===== config.mk =====
export PLATFORM = sky130hd
export DESIGN_NAME = tty_line_editor_core
export DESIGN_NICKNAME = d
export VERILOG_FILES = /design/src/design/tle_pkg.sv /design/src/design/tle_front.sv /design/src/design/tle_cmd_queue.sv /design/src/design/tle_back.sv /design/src/design/tty_line_editor_core.sv
export SDC_FILE = /design/constraint.sdc
export NUM_CORES = 1
export LEC_CHECK = 0
export BUFFER_PORTS_ARGS = -buffer_cell sky130_fd_sc_hd__buf_4
export CAP_MARGIN = 0
export CORE_MARGIN = 2
export CORE_UTILIZATION = 55
export CTS_BUF_LIST = sky130_fd_sc_hd__clkbuf_2 sky130_fd_sc_hd__clkbuf_4 sky130_fd_sc_hd__clkbuf_8
export DETAILED_ROUTE_END_ITERATION = 10
export PLACE_DENSITY_LB_ADDON = 0.25
export SLEW_MARGIN = 10
export SYNTH_ARGS = -nofsm -noshare
export SYNTH_HDL_FRONTEND = slang
export SYNTH_SLANG_ARGS = --single-unit

===== constraint.sdc =====
create_clock -name clk -period 2.59 [get_ports clk]
set_clock_uncertainty 0.05 [all_clocks]
set_input_delay 0.259 -clock clk [delete_from_list [all_inputs] [get_ports clk]]
set_output_delay 0.259 -clock clk [all_outputs]
set_load 0.02 [all_outputs]

===== src/design/tle_pkg.sv =====
package tle_pkg;

    localparam int LINE_DEPTH  = 32;
    localparam int CMD_Q_DEPTH = 4;

    localparam logic [7:0] CH_BS    = 8'd8;
    localparam logic [7:0] CH_LF    = 8'd10;
    localparam logic [7:0] CH_CR    = 8'd13;
    localparam logic [7:0] CH_SP    = 8'd32;
    localparam logic [7:0] CH_DEL   = 8'd127;
    localparam logic [7:0] CTRL_TOP = 8'd27;

    localparam logic [2:0] OP_RAW   = 3'd0;
    localparam logic [2:0] OP_STORE = 3'd1;
    localparam logic [2:0] OP_BS    = 3'd2;
    localparam logic [2:0] OP_DEL   = 3'd3;
    localparam logic [2:0] OP_LF    = 3'd4;
    localparam logic [2:0] OP_CR    = 3'd5;

    localparam logic REG_RAW_MODE = 1'b0;
    localparam logic REG_ECHO_ON  = 1'b1;

    typedef struct packed {
        logic [2:0] op;
        logic       echo;
        logic [7:0] data;
    } cmd_t;

    typedef struct packed {
        logic push;
        logic pop;
        logic full;
        logic empty;
    } q_ctl_t;

endpackage


===== src/design/tle_front.sv =====
module tle_front (
    input  logic          s_axis_tvalid,
    output logic          s_axis_tready,
    input  logic [7:0]    s_axis_tdata,   // [7:0] byte_in
    input  logic          raw_mode,
    input  logic          echo_on,
    input  logic          q_full,
    output logic          push,
    output tle_pkg::cmd_t cmd
);
    import tle_pkg::*;

    logic keep;

    assign s_axis_tready = !q_full;

    always_comb
    begin
        cmd.echo = echo_on;
        cmd.data = s_axis_tdata;
        cmd.op   = OP_RAW;
        keep     = 1'b1;
        if (raw_mode)
        begin
            cmd.op = OP_RAW;
        end
        else if (s_axis_tdata == CH_DEL)
        begin
            cmd.op = OP_DEL;
        end
        else if (s_axis_tdata > CTRL_TOP)
        begin
            cmd.op = OP_STORE;
        end
        else
        begin
            case (s_axis_tdata)
                CH_BS:
                begin
                    cmd.op = OP_BS;
                end
                CH_LF:
                begin
                    // silent LF changes nothing
                    cmd.op = OP_LF;
                    keep   = echo_on;
                end
                CH_CR:
                begin
                    cmd.op = OP_CR;
                end
                default:
                begin
                    keep = 1'b0;
                end
            endcase
        end
    end

    assign push = s_axis_tvalid && s_axis_tready && keep;

endmodule


===== src/design/tle_cmd_queue.sv =====
module tle_cmd_queue (
    input  logic          clk,
    input  logic          rst_n,
    input  logic          push,
    input  tle_pkg::cmd_t push_cmd,
    input  logic          pop,
    output tle_pkg::cmd_t head_cmd,
    output logic          full,
    output logic          empty
);
    import tle_pkg::*;

    localparam int PW = $clog2(CMD_Q_DEPTH);

    cmd_t          entry_reg [CMD_Q_DEPTH];
    logic [PW-1:0] wr_ptr_reg;
    logic [PW-1:0] rd_ptr_reg;
    logic [PW:0]   count_reg;

    assign full     = (count_reg == (PW+1)'(CMD_Q_DEPTH));
    assign empty    = (count_reg == '0);
    assign head_cmd = entry_reg[rd_ptr_reg];

    always_ff @(posedge clk or negedge rst_n)
    begin
        if (!rst_n)
        begin
            wr_ptr_reg <= '0;
            rd_ptr_reg <= '0;
            count_reg  <= '0;
        end
        else
        begin
            if (push)
            begin
                wr_ptr_reg <= wr_ptr_reg + 1'b1;
            end
            if (pop)
            begin
                rd_ptr_reg <= rd_ptr_reg + 1'b1;
            end
            if (push && !pop)
            begin
                count_reg <= count_reg + 1'b1;
            end
            else if (pop && !push)
            begin
                count_reg <= count_reg - 1'b1;
            end
        end
    end

    always_ff @(posedge clk)
    begin
        if (push)
        begin
            entry_reg[wr_ptr_reg] <= push_cmd;
        end
    end

endmodule


===== src/design/tle_back.sv =====
module tle_back #(
    parameter int BUF_DEPTH = tle_pkg::LINE_DEPTH
) (
    input  logic          clk,
    input  logic          rst_n,
    input  logic          q_empty,
    input  tle_pkg::cmd_t q_cmd,
    output logic          pop,
    output logic          m_axis_tvalid,
    input  logic          m_axis_tready,
    output logic [7:0]    m_axis_tdata,   // [7:0] out_byte
    output logic          m_axis_tuser,   // [0] out_kind
    output logic          m_axis_tlast
);
    import tle_pkg::*;

    localparam int IW = $clog2(BUF_DEPTH);
    localparam logic [IW-1:0] TOP_IDX = IW'(BUF_DEPTH - 1);

    localparam logic [1:0] ST_IDLE   = 2'd0;
    localparam logic [1:0] ST_EMIT   = 2'd1;
    localparam logic [1:0] ST_FL_RD  = 2'd2;
    localparam logic [1:0] ST_FL_OUT = 2'd3;

    function automatic logic [IW-1:0] idx_inc(input logic [IW-1:0] i);
        return (i == TOP_IDX) ? '0 : i + 1'b1;
    endfunction

    function automatic logic [IW-1:0] idx_dec(input logic [IW-1:0] i);
        return (i == '0) ? TOP_IDX : i - 1'b1;
    endfunction

    // number of echo/raw words before any line delivery
    function automatic logic [1:0] fixed_count(input cmd_t c);
        logic [1:0] n;
        case (c.op)
            OP_RAW:   n = c.echo ? 2'd2 : 2'd1;
            OP_STORE: n = c.echo ? 2'd1 : 2'd0;
            OP_BS:    n = c.echo ? 2'd3 : 2'd0;
            OP_DEL:   n = 2'd3;
            OP_LF:    n = c.echo ? 2'd1 : 2'd0;
            OP_CR:    n = c.echo ? 2'd2 : 2'd0;
            default:  n = 2'd0;
        endcase
        return n;
    endfunction

    // {kind, byte} of fixed word number step
    function automatic logic [8:0] fixed_item(input cmd_t c, input logic [1:0] step);
        logic [8:0] r;
        case (c.op)
            OP_RAW:        r = (c.echo && step == 2'd0) ? {1'b0, c.data} : {1'b1, c.data};
            OP_STORE:      r = {1'b0, c.data};
            OP_BS, OP_DEL: r = (step == 2'd1) ? {1'b0, CH_SP} : {1'b0, CH_BS};
            OP_LF:         r = {1'b0, CH_LF};
            OP_CR:         r = (step == 2'd0) ? {1'b0, CH_CR} : {1'b0, CH_LF};
            default:       r = {1'b0, c.data};
        endcase
        return r;
    endfunction

    logic [7:0]    line_mem [BUF_DEPTH];
    logic [7:0]    mem_q;

    logic [1:0]    state_reg, state_next;
    logic [1:0]    step_reg, step_next;
    cmd_t          cmd_reg, cmd_next;
    logic [IW-1:0] rd_idx_reg, rd_idx_next;
    logic [IW-1:0] wr_idx_reg, wr_idx_next;
    logic          out_valid_reg, out_valid_next;
    logic          out_kind_reg;
    logic [7:0]    out_byte_reg;
    logic          out_last_reg;

    logic          load;
    logic          ld_kind;
    logic [7:0]    ld_byte;
    logic          ld_last;
    logic          mem_we;
    logic          out_free;
    logic          nonempty;
    logic          last_step;
    logic          flush;
    logic [1:0]    cnt;

    assign out_free = !out_valid_reg || m_axis_tready;
    assign nonempty = (rd_idx_reg != wr_idx_reg);
    assign cnt      = fixed_count(cmd_reg);

    always_comb
    begin
        state_next  = state_reg;
        step_next   = step_reg;
        cmd_next    = cmd_reg;
        rd_idx_next = rd_idx_reg;
        wr_idx_next = wr_idx_reg;
        pop         = 1'b0;
        load        = 1'b0;
        ld_kind     = 1'b0;
        ld_byte     = mem_q;
        ld_last     = 1'b0;
        mem_we      = 1'b0;
        last_step   = (step_reg == cnt - 2'd1);
        flush       = (cmd_reg.op == OP_CR) && nonempty;
        case (state_reg)
            ST_IDLE:
            begin
                if (!q_empty)
                begin
                    pop       = 1'b1;
                    cmd_next  = q_cmd;
                    step_next = 2'd0;
                    case (q_cmd.op)
                        OP_STORE:
                        begin
                            mem_we      = 1'b1;
                            wr_idx_next = idx_inc(wr_idx_reg);
                            // full ring drops the oldest byte
                            if (idx_inc(wr_idx_reg) == rd_idx_reg)
                            begin
                                rd_idx_next = idx_inc(rd_idx_reg);
                            end
                        end
                        OP_BS, OP_DEL:
                        begin
                            if (nonempty)
                            begin
                                wr_idx_next = idx_dec(wr_idx_reg);
                            end
                        end
                        default:
                        begin
                        end
                    endcase
                    if (fixed_count(q_cmd) != 2'd0)
                    begin
                        state_next = ST_EMIT;
                    end
                    else if (q_cmd.op == OP_CR && nonempty)
                    begin
                        state_next = ST_FL_RD;
                    end
                end
            end
            ST_EMIT:
            begin
                if (out_free)
                begin
                    load               = 1'b1;
                    {ld_kind, ld_byte} = fixed_item(cmd_reg, step_reg);
                    ld_last            = last_step && !flush;
                    step_next          = step_reg + 1'b1;
                    if (last_step)
                    begin
                        state_next = flush ? ST_FL_RD : ST_IDLE;
                    end
                end
            end
            ST_FL_RD:
            begin
                // mem_q catches the entry at rd_idx_reg
                state_next = ST_FL_OUT;
            end
            ST_FL_OUT:
            begin
                if (out_free)
                begin
                    load        = 1'b1;
                    ld_kind     = 1'b1;
                    ld_byte     = mem_q;
                    ld_last     = (idx_inc(rd_idx_reg) == wr_idx_reg);
                    rd_idx_next = idx_inc(rd_idx_reg);
                    state_next  = ld_last ? ST_IDLE : ST_FL_RD;
                end
            end
            default:
            begin
                state_next = ST_IDLE;
            end
        endcase

        if (load)
        begin
            out_valid_next = 1'b1;
        end
        else if (m_axis_tready)
        begin
            out_valid_next = 1'b0;
        end
        else
        begin
            out_valid_next = out_valid_reg;
        end
    end

    always_ff @(posedge clk or negedge rst_n)
    begin
        if (!rst_n)
        begin
            state_reg     <= ST_IDLE;
            step_reg      <= '0;
            rd_idx_reg    <= '0;
            wr_idx_reg    <= '0;
            out_valid_reg <= 1'b0;
        end
        else
        begin
            state_reg     <= state_next;
            step_reg      <= step_next;
            rd_idx_reg    <= rd_idx_next;
            wr_idx_reg    <= wr_idx_next;
            out_valid_reg <= out_valid_next;
        end
    end

    always_ff @(posedge clk)
    begin
        cmd_reg <= cmd_next;
        if (load)
        begin
            out_kind_reg <= ld_kind;
            out_byte_reg <= ld_byte;
            out_last_reg <= ld_last;
        end
    end

    always_ff @(posedge clk)
    begin
        if (mem_we)
        begin
            line_mem[wr_idx_reg] <= q_cmd.data;
        end
        mem_q <= line_mem[rd_idx_reg];
    end

    assign m_axis_tvalid = out_valid_reg;
    assign m_axis_tdata  = out_byte_reg;
    assign m_axis_tuser  = out_kind_reg;
    assign m_axis_tlast  = out_last_reg;

endmodule


===== src/design/tty_line_editor_core.sv =====
// Keyboard line editor. Each input word is one received byte; the front end
// classifies it and queues a command (up to four deep), and the back end runs
// it against the ring line buffer and emits words through an output register
// (tuser 0 = echo toward terminal, 1 = delivered line byte; tlast on the final
// word an input byte causes). A byte that yields fixed words (raw, echo,
// rub-out, CR LF) is popped in the idle state and sent from the emit state;
// a carriage return then walks the buffered bytes (31 in a full line), a read
// and an output state per byte, set by the registered read of the line-store
// memory. Ignored control codes and silent line feeds never reach the back
// end. No clearing pass follows reset. Registers: 0x0 raw_mode, 0x4 echo_on.
module tty_line_editor_core #(
    parameter int BUF_DEPTH = tle_pkg::LINE_DEPTH
) (
    input  logic        clk,
    input  logic        rst_n,
    input  logic        s_axis_tvalid,
    output logic        s_axis_tready,
    input  logic [7:0]  s_axis_tdata,   // [7:0] byte_in
    output logic        m_axis_tvalid,
    input  logic        m_axis_tready,
    output logic [7:0]  m_axis_tdata,   // [7:0] out_byte
    output logic        m_axis_tuser,   // [0] out_kind
    output logic        m_axis_tlast,
    input  logic        psel,
    input  logic        penable,
    input  logic        pwrite,
    input  logic [2:0]  paddr,
    input  logic [31:0] pwdata,
    output logic [31:0] prdata,
    output logic        pready
);
    import tle_pkg::*;

    logic   raw_mode_reg;
    logic   echo_on_reg;
    logic   cfg_wr;
    q_ctl_t qc;
    cmd_t   push_cmd;
    cmd_t   head_cmd;

    assign pready = 1'b1;
    assign cfg_wr = psel && penable && pwrite && pready;
    assign prdata = (paddr[2] == REG_ECHO_ON) ? {31'd0, echo_on_reg}
                                               : {31'd0, raw_mode_reg};

    always_ff @(posedge clk or negedge rst_n)
    begin
        if (!rst_n)
        begin
            raw_mode_reg <= 1'b0;
            echo_on_reg  <= 1'b1;
        end
        else if (cfg_wr)
        begin
            if (paddr[2] == REG_RAW_MODE)
            begin
                raw_mode_reg <= pwdata[0];
            end
            else
            begin
                echo_on_reg <= pwdata[0];
            end
        end
    end

    tle_front u_front (
        .s_axis_tvalid (s_axis_tvalid),
        .s_axis_tready (s_axis_tready),
        .s_axis_tdata  (s_axis_tdata),
        .raw_mode      (raw_mode_reg),
        .echo_on       (echo_on_reg),
        .q_full        (qc.full),
        .push          (qc.push),
        .cmd           (push_cmd)
    );

    tle_cmd_queue u_queue (
        .clk      (clk),
        .rst_n    (rst_n),
        .push     (qc.push),
        .push_cmd (push_cmd),
        .pop      (qc.pop),
        .head_cmd (head_cmd),
        .full     (qc.full),
        .empty    (qc.empty)
    );

    tle_back #(
        .BUF_DEPTH (BUF_DEPTH)
    ) u_back (
        .clk           (clk),
        .rst_n         (rst_n),
        .q_empty       (qc.empty),
        .q_cmd         (head_cmd),
        .pop           (qc.pop),
        .m_axis_tvalid (m_axis_tvalid),
        .m_axis_tready (m_axis_tready),
        .m_axis_tdata  (m_axis_tdata),
        .m_axis_tuser  (m_axis_tuser),
        .m_axis_tlast  (m_axis_tlast)
    );

`ifndef SYNTHESIS
    a_no_push_full: assert property (@(posedge clk) disable iff (!rst_n)
        qc.push |-> !qc.full)
        else $error("command pushed into full queue");

    a_no_pop_empty: assert property (@(posedge clk) disable iff (!rst_n)
        qc.pop |-> !qc.empty)
        else $error("command popped from empty queue");

    a_raw_kind: assert property (@(posedge clk) disable iff (!rst_n)
        (m_axis_tvalid && m_axis_tlast && raw_mode_reg) |-> m_axis_tuser)
        else $error("raw byte final word not marked as delivered");
`endif

endmodule

==> flow_summary.toml <==
[outcome]
status = "finished clean"

[route]
wl_met2_mm = 15.4
ant_nets = 0
top_layer = "met4"
via_per_inst = 5.85
firstDrtPassIters = 5
drc = 0
met3_length_mm = 1.59
via_count = 7826
drt-initial-drc-count = 779
avgRoutedWirePerCell_um = 22.6
met1_length_mm = 12.5
wirelength_mm = 30.2

[cells_and_area]
largest_reg_flops = 256
mostFrequentLayoutCell = "edfxtp_1"
drive_gt1_share_pct = 32.0
finalNetCount = 1022
antenna-diode-count = 0
area_growth_pct = 15.2
mostFrequentLayoutCells = "edfxtp_1 (326), buf_4 (96), mux4_2 (90), clkbuf_8 (62), nor2_1 (57)"

[setup_path]
worstPathRequired_ns = 3.05
start_kind = "register"
rrSetupSlack_ns = 0.08
arrival_ns = 2.97
r2r_cells = 9
worstPathMaxFanout = 8
endpoint_kind = "register"
rr_endpoint = "u_back.rd_idx_reg[2]"
timing.rr.start = "u_back.wr_idx_reg[1]"
critPathKind = "register to register"

[cts]
clockRootBuffer = "clkbuf_8"
cts_tree = "done"
numCtsBuffers = 58
htreeDepth = 2
cts_buffer_depth = 3
cts.sinks = 358
clk_latency_ns = 0.57
clk_pin_slew_ns = 0.06

[logic_synthesis]
synthArstFlopShare_pct = 6.70
synth-seq-cells = 358
synthCells = 818
yosysUniqueCellTypes = 67
synth_top_flop_cell = "edfxtp_1"
synth_edf_count = 326
yosysTopAreaCell = "edfxtp_1"
avgSynthCellArea_sq_um = 18.3
yosysTopAreaCellShare_pct = 65.3
yosysWarnings = 0
syn_area_sq_um = 15000
yosysSeqAreaShare_pct = 70.4
synth_area_leaders = "edfxtp_1 (65%), mux4_2 (14%), dfrtp_1 (3.8%), buf_4 (1.6%), ha_1 (1.6%)"

[floorplanning]
dieWidth_um = 169
core_area_sq_um = 26900
dieArea_sq_um = 28600
start_util_pct = 55.8
die_h_um = 169
pin_count = 95
fp-row-count = 60

[timing]
rsz0062_at_grt = "yes"
timing.hold.ws_ns = 0.0438
finalCritPeriodShare_pct = 96.9
min_period_ns = 2.51
finalMaxSlewViolations = 0
max_slew_margin_pct = 51.1
tightest_slew_ns = 0.734
setup_viol = 0
final_hold_viol_count = 0
clock.fmax_mhz = 399

[worst_hold_path]
holdPathEnd = "echo_on_reg"
min-delay-start = "psel"
hold_path.class = "input pin to register"
whs_path_depth = 3

[global_routing]
antenna_found_initial = 0
grt_max_degree = 69
grt_pass1_vias = 8194
track_usage_pct = 21.8
grt_first_pass_wirelength_mm = 46.4
grt_overflow = 0

[placed_design]
hpwl_mm = 18.7
gp_congestion = 0.825
port-buffer-count = 29

[power_and_ir_drop]
powerDensity_nw_per_um2 = 1170
p_leak_nw = 5.96
peakVddDrop_mv = 0.724
finalPower_w = 0.0202

[job]
cap_viol_max_count = 0
-- worst max-delay path by stage --
stage / to / slack, ns / from / cells past startpoint
6_report: u_back.rd_idx_reg[2] / 0.08 / u_back.wr_idx_reg[1] / 9
5_1_grt: u_back.rd_idx_reg[2] / -0.07 / u_back.wr_idx_reg[1] / 9
4_1_cts: u_back.line_mem[30][5] / -0.02 / u_queue.rd_ptr_reg[0] / 7
3_5_place_dp: u_back.line_mem[23][4] / -0.03 / u_queue.rd_ptr_reg[0] / 7
3_3_place_gp: u_back.line_mem[30][1] / -0.008 / u_queue.rd_ptr_reg[0] / 7
2_1_floorplan: u_back.line_mem[10][0] / -0.004 / u_queue.rd_ptr_reg[0] / 6
-- synthesized netlist by cell type (all sizes together), types with 2 or more instances --
| library cell | number |
|---|---|
| a21oi | 19 |
| nand2 | 36 |
| mux2 | 16 |
| nand2b | 7 |
| nand3 | 6 |
| and2 | 4 |
| clkbuf | 17 |
| or3 | 2 |
| inv | 14 |
| a31oi | 6 |
| a22o | 6 |
| nor2 | 57 |
| nand4 | 2 |
| nor3b | 2 |
| a211oi | 2 |
| o21bai | 2 |
| o21ai | 15 |
| nor2b | 6 |
| mux4 | 92 |
| dfrtp | 23 |
| and3 | 4 |
| ha | 19 |
| or3b | 2 |
| buf | 50 |
| o31ai | 2 |
| edfxtp | 326 |
| mux2i | 2 |
| xnor2 | 11 |
| nor3 | 10 |
| xor2 | 12 |
| nor4 | 3 |
| o22a | 3 |
| conb | 2 |
| nor4b | 3 |
| nand3b | 3 |
| dfxtp | 8 |
-- critical path, stage by stage (launching register included) --
cell	delay, ns
dfrtp_1	0.38
ha_2	0.19
and3_4	0.19
ha_4	0.15
or3b_4	0.38
a2111oi_4	0.29
and4bb_1	0.29
a31oi_4	0.16
nor4b_2	0.25
a211o_1	0.13
-- layout make-up --
cell class	instances	area (sq um)
Fill cell	1840	9610
Sequential cell	358	10600
Clock buffer	86	1030
Inverter	14	52.6
Multi-Input combinational cell	409	4190
Timing Repair Buffer	111	901
Tap cell	341	427
Clock inverter	18	103
-- what timing repair did --
item,in CTS,in global routing
hold buffers,12,0
buffers inserted,0,2
resized for setup,2,11
setup endpoints to repair,89,223
endpoints found under the hold margin,58,0
pin swaps,0,2
-- cells by family (layout without fill, tap and decap cells) --
logic type | after synthesis | after routing | synth area share (%)
fa+ha+maj | 20 | 20 | 1.72
mux | 110 | 110 | 15.2
xor+xnor | 24 | 24 | 1.50
compound gates | 70 | 70 | 3.21
flops | 358 | 358 | 70.4
other cells | 2 | 32 | 0.0501
simple gates | 153 | 153 | 4.98
buf+inv | 81 | 229 | 2.91
-- power breakdown --
| group | switching, W | leakage (nW) | internal (W) | total (W) |
|---|---|---|---|---|
| combinational | 0.00413 | 2.06 | 0.00308 | 0.00721 |
| sequential | 0.000412 | 3.30 | 0.00790 | 0.00831 |
| clock | 0.00205 | 0.605 | 0.00263 | 0.00468 |
-- metrics by stage --
| stage | setup WS (ns) | cells | cell area, sq um | utilization [%] | setup TNS [ns] |
|---|---|---|---|---|---|
| after CTS | -0.0171 | 1335 | 17200 | 63.9 | -0.146 |
| after global routing | -0.0722 | 1337 | 17300 | 64.2 | -0.148 |
| after detailed placement | -0.0340 | 1219 | 15900 | 59.2 | -0.632 |
| after floorplan | -0.00414 | 848 | 15100 | - | -0.750 |
| final | 0.0814 | 1337 | 17300 | 64.2 | 0 |
| after global placement | -0.00849 | 1219 | 15900 | 59.2 | -0.0335 |
-- per-layer routing --
layer | up-vias | global-route usage, %
li1 | 3458 | -
met1 | 4050 | 29.6
met2 | 267 | 37.2
met3 | 51 | 3.20
met4 | 0 | 6.35
met5 | - | 0
Power figures use the tool's default switching activity.
